## src/rtl/iuhf_pkg.sv

```systemverilog
`default_nettype none

package iuhf_pkg;

    localparam int unsigned MAX_FRAME_BYTES_DEF = 2048;
    localparam int unsigned QUEUE_DEPTH_DEF     = 4;

    localparam logic [15:0] TYPE_VLAN = 16'h8100;
    localparam logic [15:0] TYPE_QINQ = 16'h88A8;
    localparam logic [15:0] TYPE_IPV4 = 16'h0800;
    localparam logic [7:0]  PROTO_UDP = 8'd17;

    localparam int unsigned ETH_TYPE_END     = 14;
    localparam int unsigned TAG_LEN          = 4;
    localparam int unsigned IP_HDR_LEN       = 20;
    localparam int unsigned IP_PROTO_REL     = 9;
    localparam int unsigned IP_TOTLEN_LO_REL = 3;

    localparam int unsigned ACC_W = 20;

    typedef enum logic [1:0] {
        CLASS_NOT_IP   = 2'd0,
        CLASS_IP_OTHER = 2'd1,
        CLASS_UDP      = 2'd2,
        CLASS_TRUNC    = 2'd3
    } t_frame_class;

    // Per-frame summary handed from the parser to the finishing stage
    typedef struct packed {
        t_frame_class         frame_class;
        logic [10:0]          ip_offset;
        logic [15:0]          ip_total_length;
        logic [ACC_W-1:0]     hdr_sum;
    } t_frame_rec;

endpackage

`default_nettype wire

```

## src/rtl/iuhf_front.sv

```systemverilog
`default_nettype none

module iuhf_front #(
    parameter int unsigned MAX_FRAME_BYTES = 2048
) (
    input  wire logic                i_clk,
    input  wire logic                i_rst_n,
    input  wire logic                i_accept,
    input  wire logic [7:0]          i_data_byte,
    input  wire logic                i_last_byte,
    output logic                     o_rec_push,
    output iuhf_pkg::t_frame_rec     o_rec
);
    import iuhf_pkg::*;

    localparam int unsigned POS_W = $clog2(MAX_FRAME_BYTES);
    localparam logic [POS_W-1:0] POS_TOP = POS_W'(MAX_FRAME_BYTES - 1);

    typedef enum logic [4:0] {
        ST_ETH    = 5'b00001,
        ST_IP     = 5'b00010,
        ST_DONE   = 5'b00100,
        ST_NOT_IP = 5'b01000,
        ST_LOST   = 5'b10000
    } t_stage;

    t_stage             r_stage, n_stage, m_stage;
    logic [POS_W-1:0]   r_pos, n_pos;
    logic [7:0]         r_type_hi, n_type_hi;
    logic [POS_W-1:0]   r_nho, n_nho;
    logic [POS_W-1:0]   r_hoff, n_hoff;
    logic [7:0]         r_proto, n_proto;
    logic [ACC_W-1:0]   r_acc, n_acc;
    logic [7:0]         r_hold, n_hold;

    logic [15:0]        type_word;
    logic [POS_W-1:0]   rel;
    logic [POS_W:0]     frame_len;
    t_frame_rec         rec;

    assign type_word = {r_type_hi, i_data_byte};
    assign rel       = r_pos - r_hoff;
    assign frame_len = {1'b0, r_pos} + (POS_W+1)'(1);

    always_comb begin
        n_pos     = r_pos;
        n_type_hi = r_type_hi;
        n_nho     = r_nho;
        n_hoff    = r_hoff;
        n_proto   = r_proto;
        n_acc     = r_acc;
        n_hold    = r_hold;
        m_stage   = r_stage;
        rec       = '0;

        if (r_stage == ST_ETH) begin
            if ({1'b0, r_pos} + (POS_W+1)'(2) == {1'b0, r_nho}) begin
                n_type_hi = i_data_byte;
            end else if ({1'b0, r_pos} + (POS_W+1)'(1) == {1'b0, r_nho}) begin
                if (type_word inside {TYPE_VLAN, TYPE_QINQ}) begin
                    if ({1'b0, r_nho} + (POS_W+1)'(TAG_LEN) > {1'b0, POS_TOP}) begin
                        m_stage = ST_LOST;
                    end else begin
                        n_nho = r_nho + POS_W'(TAG_LEN);
                    end
                end else if (type_word == TYPE_IPV4) begin
                    n_hoff  = r_nho;
                    m_stage = ST_IP;
                end else begin
                    m_stage = ST_NOT_IP;
                end
            end
        end else if (r_stage == ST_IP && r_pos >= r_hoff &&
                     rel < POS_W'(IP_HDR_LEN)) begin
            if (rel == POS_W'(IP_PROTO_REL)) begin
                n_proto = i_data_byte;
            end
            if (!rel[0]) begin
                n_hold = i_data_byte;
            end else if (rel != POS_W'(IP_TOTLEN_LO_REL)) begin
                n_acc = r_acc + ACC_W'({r_hold, i_data_byte});
            end
            if (rel == POS_W'(IP_HDR_LEN - 1)) begin
                m_stage = ST_DONE;
            end
        end

        // stop parsing once the byte window is exhausted
        if (r_pos >= POS_TOP && (m_stage == ST_ETH || m_stage == ST_IP)) begin
            m_stage = ST_LOST;
        end

        n_stage = m_stage;

        case (m_stage)
            ST_NOT_IP: rec.frame_class = CLASS_NOT_IP;
            ST_DONE: begin
                rec.frame_class     = (n_proto == PROTO_UDP) ? CLASS_UDP : CLASS_IP_OTHER;
                rec.ip_offset       = 11'(n_hoff);
                rec.ip_total_length = (frame_len >= {1'b0, n_hoff}) ?
                                      16'(frame_len - {1'b0, n_hoff}) : 16'd0;
                rec.hdr_sum         = n_acc;
            end
            default:   rec.frame_class = CLASS_TRUNC;
        endcase

        if (i_last_byte) begin
            n_pos     = '0;
            n_stage   = ST_ETH;
            n_type_hi = '0;
            n_nho     = POS_W'(ETH_TYPE_END);
            n_hoff    = '0;
            n_proto   = '0;
            n_acc     = '0;
            n_hold    = '0;
        end else if (r_pos < POS_TOP) begin
            n_pos = r_pos + POS_W'(1);
        end
    end

    always_ff @(posedge i_clk) begin
        if (!i_rst_n) begin
            r_stage   <= ST_ETH;
            r_pos     <= '0;
            r_type_hi <= '0;
            r_nho     <= POS_W'(ETH_TYPE_END);
            r_hoff    <= '0;
            r_proto   <= '0;
            r_acc     <= '0;
            r_hold    <= '0;
        end else if (i_accept) begin
            r_stage   <= n_stage;
            r_pos     <= n_pos;
            r_type_hi <= n_type_hi;
            r_nho     <= n_nho;
            r_hoff    <= n_hoff;
            r_proto   <= n_proto;
            r_acc     <= n_acc;
            r_hold    <= n_hold;
        end
    end

    assign o_rec_push = i_accept && i_last_byte;
    assign o_rec      = rec;

    a_window: assert property (@(posedge i_clk) disable iff (!i_rst_n)
        (r_stage == ST_ETH) |-> (r_nho <= POS_TOP))
        else $error("next header offset beyond byte window");

    a_restart: assert property (@(posedge i_clk) disable iff (!i_rst_n)
        o_rec_push |=> (r_pos == '0 && r_stage == ST_ETH))
        else $error("parser did not restart after frame end");

endmodule

`default_nettype wire

```

## src/rtl/iuhf_queue.sv

```systemverilog
`default_nettype none

module iuhf_queue #(
    parameter int unsigned DEPTH = 4
) (
    input  wire logic                i_clk,
    input  wire logic                i_rst_n,
    input  wire logic                i_push,
    input  wire iuhf_pkg::t_frame_rec i_rec,
    input  wire logic                i_pop,
    output iuhf_pkg::t_frame_rec     o_rec,
    output logic                     o_empty,
    output logic                     o_full
);
    import iuhf_pkg::*;

    localparam int unsigned AW = (DEPTH > 1) ? $clog2(DEPTH) : 1;
    localparam int unsigned CW = $clog2(DEPTH + 1);

    t_frame_rec         r_slot [DEPTH];
    logic [AW-1:0]      r_wr, n_wr;
    logic [AW-1:0]      r_rd, n_rd;
    logic [CW-1:0]      r_count, n_count;
    logic               wr_en, rd_en;

    assign o_full  = (r_count == CW'(DEPTH));
    assign o_empty = (r_count == '0);
    assign wr_en   = i_push && !o_full;
    assign rd_en   = i_pop && !o_empty;
    assign o_rec   = r_slot[r_rd];

    always_comb begin
        n_wr    = r_wr;
        n_rd    = r_rd;
        n_count = r_count;
        if (wr_en) begin
            n_wr = (r_wr == AW'(DEPTH - 1)) ? '0 : r_wr + AW'(1);
        end
        if (rd_en) begin
            n_rd = (r_rd == AW'(DEPTH - 1)) ? '0 : r_rd + AW'(1);
        end
        if (wr_en && !rd_en) begin
            n_count = r_count + CW'(1);
        end else if (rd_en && !wr_en) begin
            n_count = r_count - CW'(1);
        end
    end

    always_ff @(posedge i_clk) begin
        if (!i_rst_n) begin
            r_wr    <= '0;
            r_rd    <= '0;
            r_count <= '0;
        end else begin
            r_wr    <= n_wr;
            r_rd    <= n_rd;
            r_count <= n_count;
        end
    end

    always_ff @(posedge i_clk) begin
        if (wr_en) begin
            r_slot[r_wr] <= i_rec;
        end
    end

    a_count_bound: assert property (@(posedge i_clk) disable iff (!i_rst_n)
        r_count <= CW'(DEPTH))
        else $error("queue count overflow");

    a_count_up: assert property (@(posedge i_clk) disable iff (!i_rst_n)
        (wr_en && !rd_en) |=> (r_count == $past(r_count) + CW'(1)))
        else $error("queue count did not advance on write");

endmodule

`default_nettype wire

```

## src/rtl/iuhf_back.sv

```systemverilog
`default_nettype none

module iuhf_back (
    input  wire logic                i_clk,
    input  wire logic                i_rst_n,
    input  wire iuhf_pkg::t_frame_rec i_rec,
    input  wire logic                i_rec_empty,
    output logic                     o_rec_pop,
    input  wire logic                i_pop,
    output logic                     o_empty,
    output logic [1:0]               o_frame_class,
    output logic [10:0]              o_ip_offset,
    output logic [15:0]              o_ip_total_length,
    output logic [15:0]              o_udp_length,
    output logic [15:0]              o_ip_checksum
);
    import iuhf_pkg::*;

    logic               r_valid;
    logic [1:0]         r_class;
    logic [10:0]        r_off;
    logic [15:0]        r_tot;
    logic [15:0]        r_ulen;
    logic [15:0]        r_ck;

    logic               take;
    logic               is_udp;
    logic [ACC_W:0]     sum;
    logic [16:0]        fold1;
    logic [15:0]        fold2;
    logic [15:0]        n_ulen;
    logic [15:0]        n_ck;

    assign take   = !i_rec_empty && (!r_valid || i_pop);
    assign is_udp = (i_rec.frame_class == CLASS_UDP);

    // Fold the header sum plus the computed total length to 16 bits
    always_comb begin
        sum    = {1'b0, i_rec.hdr_sum} + (ACC_W+1)'(i_rec.ip_total_length);
        fold1  = 17'(sum[ACC_W:16]) + {1'b0, sum[15:0]};
        fold2  = fold1[15:0] + 16'(fold1[16]);
        n_ck   = is_udp ? ~fold2 : 16'd0;
        n_ulen = (is_udp && i_rec.ip_total_length >= 16'(IP_HDR_LEN)) ?
                 i_rec.ip_total_length - 16'(IP_HDR_LEN) : 16'd0;
    end

    always_ff @(posedge i_clk) begin
        if (!i_rst_n) begin
            r_valid <= 1'b0;
        end else if (take) begin
            r_valid <= 1'b1;
        end else if (i_pop) begin
            r_valid <= 1'b0;
        end
    end

    always_ff @(posedge i_clk) begin
        if (take) begin
            r_class <= i_rec.frame_class;
            r_off   <= i_rec.ip_offset;
            r_tot   <= i_rec.ip_total_length;
            r_ulen  <= n_ulen;
            r_ck    <= n_ck;
        end
    end

    assign o_rec_pop         = take;
    assign o_empty           = !r_valid;
    assign o_frame_class     = r_class;
    assign o_ip_offset       = r_off;
    assign o_ip_total_length = r_tot;
    assign o_udp_length      = r_ulen;
    assign o_ip_checksum     = r_ck;

    a_udp_only: assert property (@(posedge i_clk) disable iff (!i_rst_n)
        (r_valid && r_class != CLASS_UDP) |-> (r_ulen == '0 && r_ck == '0))
        else $error("UDP fields set on a non-UDP item");

    a_load: assert property (@(posedge i_clk) disable iff (!i_rst_n)
        take |=> r_valid)
        else $error("output register not loaded");

endmodule

`default_nettype wire

```

## src/rtl/ipv4_udp_header_fixup.sv

```systemverilog
// IPv4/UDP header fixup: parses one Ethernet frame per byte stream and
// reports lengths and, for UDP frames, the IPv4 header checksum for it.
//
// Input channel: one frame byte per item on i_data_byte, i_last_byte high
// on the final byte. A byte is taken on a clock edge with push high and
// full low. 802.1Q / 802.1AD tags are skipped within the byte window.
// Result channel: one item per frame. It is on the o_ ports while empty is
// low and leaves on an edge with pop high.
// Throughput: one byte per cycle, set by the parser, while full is low.
// Result path: with the output register free, the summary enters the queue
// on the edge that takes the last byte, and the checksum fold loads the
// output register from the queue on the next.
// Stall: a stalled receiver holds the output register; further frame
// summaries collect in the QUEUE_DEPTH-entry queue, and full rises only
// when that queue is full.
// Reset: synchronous, active low; clears the parser to the Ethernet header
// stage, empties the queue and the output register.
`default_nettype none

module ipv4_udp_header_fixup #(
    parameter int unsigned MAX_FRAME_BYTES = iuhf_pkg::MAX_FRAME_BYTES_DEF,
    parameter int unsigned QUEUE_DEPTH     = iuhf_pkg::QUEUE_DEPTH_DEF
) (
    input  wire logic           i_clk,
    input  wire logic           i_rst_n,
    input  wire logic           push,
    output logic                full,
    input  wire logic [7:0]     i_data_byte,
    input  wire logic           i_last_byte,
    output logic                empty,
    input  wire logic           pop,
    output logic [1:0]          o_frame_class,
    output logic [10:0]         o_ip_offset,
    output logic [15:0]         o_ip_total_length,
    output logic [15:0]         o_udp_length,
    output logic [15:0]         o_ip_checksum
);
    import iuhf_pkg::*;

    logic           accept;
    logic           rec_push;
    t_frame_rec     rec_in;
    t_frame_rec     rec_head;
    logic           rec_empty;
    logic           rec_full;
    logic           rec_pop;

    // Hold off every byte while the summary queue has no room
    assign full   = rec_full;
    assign accept = push && !rec_full;

    iuhf_front #(
        .MAX_FRAME_BYTES(MAX_FRAME_BYTES)
    ) u_front (
        .i_clk       (i_clk),
        .i_rst_n     (i_rst_n),
        .i_accept    (accept),
        .i_data_byte (i_data_byte),
        .i_last_byte (i_last_byte),
        .o_rec_push  (rec_push),
        .o_rec       (rec_in)
    );

    iuhf_queue #(
        .DEPTH(QUEUE_DEPTH)
    ) u_queue (
        .i_clk   (i_clk),
        .i_rst_n (i_rst_n),
        .i_push  (rec_push),
        .i_rec   (rec_in),
        .i_pop   (rec_pop),
        .o_rec   (rec_head),
        .o_empty (rec_empty),
        .o_full  (rec_full)
    );

    iuhf_back u_back (
        .i_clk             (i_clk),
        .i_rst_n           (i_rst_n),
        .i_rec             (rec_head),
        .i_rec_empty       (rec_empty),
        .o_rec_pop         (rec_pop),
        .i_pop             (pop),
        .o_empty           (empty),
        .o_frame_class     (o_frame_class),
        .o_ip_offset       (o_ip_offset),
        .o_ip_total_length (o_ip_total_length),
        .o_udp_length      (o_udp_length),
        .o_ip_checksum     (o_ip_checksum)
    );

endmodule

`default_nettype wire
```

## config.mk

```make
export PLATFORM = sky130hd
export DESIGN_NAME = ipv4_udp_header_fixup
export DESIGN_NICKNAME = d
export VERILOG_FILES = /design/src/rtl/iuhf_pkg.sv /design/src/rtl/iuhf_front.sv /design/src/rtl/iuhf_queue.sv /design/src/rtl/iuhf_back.sv /design/src/rtl/ipv4_udp_header_fixup.sv
export SDC_FILE = /design/constraint.sdc
export NUM_CORES = 1
export LEC_CHECK = 0
export BUFFER_PORTS_ARGS = -buffer_cell sky130_fd_sc_hd__buf_2
export CAP_MARGIN = 20
export CELL_PAD_IN_SITES_DETAIL_PLACEMENT = 1
export CELL_PAD_IN_SITES_GLOBAL_PLACEMENT = 1
export CORE_MARGIN = 4
export CORE_UTILIZATION = 35
export DETAILED_ROUTE_END_ITERATION = 7
export HOLD_SLACK_MARGIN = 0.08
export PLACE_DENSITY_LB_ADDON = 0.1
export SLEW_MARGIN = 20
export SYNTH_ARGS = -nofsm -noshare
export SYNTH_HDL_FRONTEND = slang
export SYNTH_HIERARCHICAL = 1
export SYNTH_SLANG_ARGS = --single-unit
```

## constraint.sdc

```tcl
create_clock -name i_clk -period 6.5 [get_ports i_clk]
set_input_delay 0.975 -clock i_clk [delete_from_list [all_inputs] [get_ports i_clk]]
set_output_delay 0.975 -clock i_clk [all_outputs]
set_load 0.05 [all_outputs]
```

==> results_dict.tcl, run 1 <==
set metrics [dict create \
    status "finished, final reports clean" \
    reg2reg_to "u_back/o_ip_checksum[11]" \
    cp_slowest_stage_delay_ns 0.41 \
    ir_drop_mv 0.244 \
    initial_core_util_pct 35.5 \
    via_count 13100 \
    rrSetupSlack_ns 0.29 \
    slew_viol_final 0 \
    period_minus_slack_ns 6.21 \
    synth-main-ff-cell "edfxtp_1" \
    cts_hold_buffers 0 \
    grt_most_used_layer "met2" \
    min_from "u_front/r_acc[8]" \
    start_kind "flip-flop" \
    worst_slew_pin_slew_ns 0.915 \
    worst_r2r_path_depth 31 \
    hold_class "flip-flop to flip-flop" \
    path_max_fanout 6 \
    cp_slowest_cell "mux4_2" \
    multi_input_area_um2 8370 \
    clk_pin_slew_ns 0.06 \
    htreeDepth 2 \
    setup_viol_count_final 0 \
    min_to "u_front/r_acc[8]" \
    overflow 0 \
    rsz0062_at_grt "true" \
    met3_usage_pct 3.06 \
    arrival_ns 6.50 \
    hold_depth 2 \
    grt_pass1_vias 13500 \
    netlist_area_um2 18300 \
    drc 0 \
    max_freq_ghz 0.161 \
    crit_required_ns 6.80 \
    cpMostUsedCell "o21ai_1" \
    final_hold_viol_count 0 \
    avgViaCountPerCell 5.37 \
    setup_tns_ns 0 \
    synth_edf_count 257 \
    grtUsageMet2_pct 29.4 \
    final_common_cell "edfxtp_1" \
    grt_max_degree 63 \
    cts_made_buffers 41 \
    insertion_delay_ns 0.58 \
    fin_nets 1823 \
    clkSinkCount 348 \
    areaGrowthSynthToFinish_pct 17.3 \
    first_pass_iters 5 \
    initialDrtViolationCount 833 \
    register_area_um2 9540 \
    grt_antenna_before_repair 0 \
    syn_nets 1674 \
    pin_count 76 \
    fin_skew_ns 0.0223 \
    power.density_nw_per_um2 430 \
    slew_headroom_pct 39.0 \
    cts_tree "built" \
    row_count 83 \
    final_cell_mix "edfxtp_1 (257), nor2_1 (170), buf_4 (95)" \
    syn_area_per_cell_um2 11.6 \
    synth_seq_cells 348 \
    place.gp.congestion 0.849 \
    die_h_um 237 \
    fillers 5612 \
    use_met1_pct 26.2 \
    syn_inst 1582 \
    grtUsageTotal_pct 18.2 \
    routed_wirelength_um 51700 \
    grt_pass1_wl_um 80800 \
    routedWlPerCell_um 21.2 \
    drive_gt1_share_pct 19.7 \
    yosysSeqAreaShare_pct 52.2 \
    place_hpwl_um 37300 \
    synth-warning-count 6 \
    cp-end-kind "flip-flop" \
    p_leak_nw 7.72 \
    antenna_cells 0 \
    antenna_left 0 \
    cts_buffer_depth 3 \
    io_buffers 75 \
    die-area_um2 56000 \
    fin_util_pct 41.6 \
    yosysUniqueCellTypes 90 \
    root_buffer "clkbuf_16" \
    period_share_pct 95.5 \
    maxCapViolCount 0 \
    die_w_um 237 \
    core_um2 51500 \
    critical_path_class "flip-flop to flip-flop" \
    synthArstFlopShare_pct 0 \
]
## cells in the mapped netlist (all sizes together), types with 23 or more instances
cell type	instances	share of area [%]
xnor2	52	2.6
ha	73	5.0
inv	50	1.0
clkbuf	28	0.57
a21oi	99	2.8
o21ai	84	2.3
nand2b	23	0.79
xor2	37	1.8
a21o	25	1.0
edfxtp	257	42
dfxtp	91	10
mux4	49	6.1
nor3	41	1.2
a22oi	27	1.1
buf	40	1.5
nand3	42	1.1
nor2	170	3.5
nor2b	43	1.5
nand2	83	1.7
## kinds of logic (layout without fill, tap and decap cells)
group	Yosys count	count (layout)	synth area share (%)
and+or+nand+nor	515	515	14.3
AOI/OAI and AO/OA	361	361	13.0
DFF	348	348	52.2
buffers and inverters	119	301	3.13
xor gates and xnor gates	91	91	4.65
adders and majority gates	79	79	5.65
muxes	69	69	7.17
## report_power, final
group	switching [mW]	internal [mW]	leakage [nW]
clock network	0.966	1.30	0.638
registers	0.0867	2.72	3.32
logic	2.63	1.52	3.75
## metrics by stage
step | hold slack (ns) | cell area (um^2) | setup slack, ns | power, mW | cells
after floorplan | 0.432 | 18300 | 0.00545 | 5.64 | 1582
after global placement | 0.476 | 19800 | 0.0387 | 6.74 | 2348
after detailed placement | 0.488 | 19800 | -0.160 | 6.78 | 2348
after CTS | 0.500 | 21200 | 0.00757 | 9.13 | 2428
after global routing | 0.521 | 21400 | -0.186 | 9.80 | 2444
final | 0.494 | 21400 | 0.293 | 9.23 | 2444
## what timing repair did
item,in CTS,in global routing
gates resized for setup,4,37
setup endpoints to repair,7,11
endpoints found under the hold margin,0,0
buffers inserted,4,16
pin swaps,2,26
## metal layers
metal  wire length (um)  up-vias  part of all wire (%)
met2              24000      225                    46
li1                   -     6246                     -
met3               1980       55                   3.8
met5                  0        -                     0
met4                818        0                   1.6
met1              24900     6603                    48
## sequential cells by signal, summed over array words and instances, names as in the netlist, named ones only
signal / cells
u_back/o_ip_checksum: 16
u_front/r_hold: 8
u_queue/r_slot: 196
u_back/o_udp_length: 16
u_back/o_frame_class: 2
u_front/r_type_hi: 8
u_front/r_proto: 8
u_front/r_pos: 11
u_queue/r_rd: 2
u_queue/r_wr: 2
u_front/r_hoff: 11
u_back/o_ip_total_length: 16
u_front/r_nho: 10
u_front/r_stage: 5
u_back/r_valid: 1
u_front/r_acc: 20
u_back/o_ip_offset: 11
u_queue/r_count: 3
## final cells by class
class	instances	area share, %
Timing Repair Buffer	174	5.41
Sequential cell	348	44.5
Tap cell	680	3.97
Multi-Input combinational cell	1115	39.0
Clock buffer	49	4.93
Inverter	51	0.893
Clock inverter	27	1.24
## worst max path at each step
stage / from / end / slack (ns) / cells past startpoint
6_report: flip-flop / u_back/o_ip_checksum[11] / 0.29 / 31
5_1_grt: flip-flop / u_back/o_ip_checksum[12] / -0.19 / 31
4_1_cts: flip-flop / u_back/o_ip_checksum[12] / 0.008 / 28
3_5_place_dp: flip-flop / u_back/o_ip_checksum[12] / -0.16 / 31
3_3_place_gp: flip-flop / u_back/o_ip_checksum[14] / 0.04 / 29
2_1_floorplan: flip-flop / u_back/o_ip_checksum[12] / 0.005 / 33
## critical path, delay by kind of cell, from the launching register on
family	cells	cell delay (ns)
multiplexers	1	0.41
AO/OA/AOI/OAI	10	1.87
adder cells (fa/ha/maj)	5	1.35
buffers and inverters	3	0.22
flip-flops	1	0.39
AND/OR/NAND/NOR	11	1.50
XOR/XNOR	1	0.17
(Power assumes the default switching activity.)
==> run 2: changes to the inputs <==
--- a/config.mk
+++ b/config.mk
@@ -11,6 +11,7 @@
 export CELL_PAD_IN_SITES_GLOBAL_PLACEMENT = 1
 export CORE_MARGIN = 4
 export CORE_UTILIZATION = 35
+export CTS_BUF_LIST = sky130_fd_sc_hd__clkbuf_8 sky130_fd_sc_hd__clkbuf_16
 export DETAILED_ROUTE_END_ITERATION = 7
 export HOLD_SLACK_MARGIN = 0.08
 export PLACE_DENSITY_LB_ADDON = 0.1
==> run 2 against run 1 <==
- count of clock-buffer cells in the layout decreased by 8
- final cell count unchanged
- largest power group unchanged
- critical path type unchanged
- critical path depth unchanged
- wire length about the same
==> results_dict.tcl, run 2 (same netlist as run 1, synthesis figures left out) <==
set metrics [dict create \
    io_buffers 75 \
    period_minus_slack_ns 6.20 \
    setup_viol_count_final 0 \
    first_pass_iters 5 \
    max_freq_ghz 0.161 \
    clk_pin_slew_ns 0.06 \
    power.density_nw_per_um2 430 \
    cts_hold_buffers 0 \
    drc 0 \
    grt_pass1_wl_um 80800 \
    rsz0062_at_grt "true" \
    cts_tree "built" \
    pin_count 76 \
    hold_class "flip-flop to flip-flop" \
    antenna_left 0 \
    die_w_um 237 \
    drive_gt1_share_pct 19.7 \
    setup_ws_ns 0.298 \
    final_common_cell "edfxtp_1" \
    critical_path_class "flip-flop to flip-flop" \
    via_count 13100 \
    overflow 0 \
    critical_path.top_delay_family "compound AO/OA/AOI/OAI gates" \
    place.gp.congestion 0.849 \
    status "finished, final reports clean" \
    final_cells 2444 \
    largest_registers "u_queue/r_slot: 196 flops, u_front/r_acc: 20 flops" \
    maxCapViolCount 0 \
    cts_made_buffers 41 \
    final_cell_mix "edfxtp_1 (257), nor2_1 (170), buf_4 (95)" \
    cts_buffer_depth 3 \
    place_hpwl_um 37300 \
    core_um2 51500 \
    row_count 83 \
    fin_skew_ns 0.0228 \
    avgViaCountPerCell 5.36 \
    worst_slew_pin_slew_ns 0.915 \
    insertion_delay_ns 0.59 \
    p_leak_nw 7.75 \
    dp_cells 2348 \
    root_buffer "clkbuf_16" \
    slew_headroom_pct 39.0 \
    largest_register_ffs 196 \
    cp-end-kind "flip-flop" \
    grt_pass1_vias 13500 \
    cp_slowest_cell "mux4_2" \
    start_kind "flip-flop" \
    fin_nets 1823 \
    htreeDepth 2 \
    final_hold_viol_count 0 \
    arrival_ns 6.50 \
    die-area_um2 56000 \
    grt_antenna_before_repair 0 \
    crit_buf_inv 3 \
    crit_required_ns 6.80 \
    slew_viol_final 0 \
    initial_core_util_pct 35.5 \
    areaGrowthSynthToFinish_pct 17.3 \
    place_ws_ns -0.160 \
    cp_slowest_stage_delay_ns 0.41 \
    largest_register "u_queue/r_slot" \
    grtUsageTotal_pct 18.2 \
    power_mw 9.21 \
    initialDrtViolationCount 831 \
    cpMostUsedCell "o21ai_1" \
    grt_max_degree 63 \
    clkSinkCount 348 \
    fin_hold_ws_ns 0.494 \
    antenna_cells 0 \
    die_h_um 237 \
    routed_wirelength_um 51700 \
    ir_drop_mv 0.244 \
    period_share_pct 95.4 \
    path_max_fanout 6 \
    routedWlPerCell_um 21.2 \
]
[run 2: metal layers]
metal / vias up / share of wire, % / track usage, %
met2: 220 / 46 / 29.4
met5: - / 0 / 0
met3: 53 / 3.9 / 3.06
met1: 6586 / 48 / 26.2
met4: 0 / 1.5 / 3.57
li1: 6242 / - / -
[run 2: metrics by stage]
| step | TNS, ns | instance area [um^2] | util [%] |
|---|---|---|---|
| finish | 0 | 21400 | 41.6 |
| global route | -0.723 | 21400 | 41.6 |
| CTS | 0 | 21200 | 41.1 |
| detailed placement | -0.780 | 19800 | 38.4 |
| global placement | 0 | 19800 | 38.4 |
| floorplan | 0 | 18300 | - |
[run 2: final cells by class]
class                      count  area, um^2
inverter                      51         191
timing repair buffer         174        1160
fill                        5612       30100
multi-input combinational   1115        8370
sequential                   348        9540
tap                          680         851
clock inverter                35         297
clock buffer                  41        1030
[run 2: what timing repair did]
item | CTS | global route
endpoints found under the setup margin | 7 | 11
pin swaps | 2 | 26
gates resized for setup | 4 | 37
buffers inserted | 4 | 16
[run 2: power breakdown]
group | internal (mW) | leakage [nW] | switching, mW | total [mW]
Sequential | 2.72 | 3.32 | 0.0863 | 2.81
Clock | 1.28 | 0.671 | 0.967 | 2.25
Combinational | 1.52 | 3.75 | 2.63 | 4.15
Total | 5.53 | 7.75 | 3.69 | 9.21
[run 2: worst reg2reg max path: cells and delay by family, from the launching register on]
kind	cells	cell delay (ns)
adder cells (fa/ha/maj)	5	1.35
AND/OR/NAND/NOR	11	1.50
XOR/XNOR	1	0.17
buffers and inverters	3	0.23
flip-flops	1	0.39
multiplexers	1	0.42
AO/OA/AOI/OAI	10	1.86
[run 2: final timing paths]
kind	cells after the start	endpoint	from	slack [ns]
setup / recovery	31	u_back/o_ip_checksum[11]	flip-flop	0.30
hold / removal	2	u_front/r_acc[8]	u_front/r_acc[8]	0.49
setup reg to reg	31	u_back/o_ip_checksum[11]	flip-flop	0.30
hold reg to reg	2	u_front/r_acc[8]	u_front/r_acc[8]	0.49
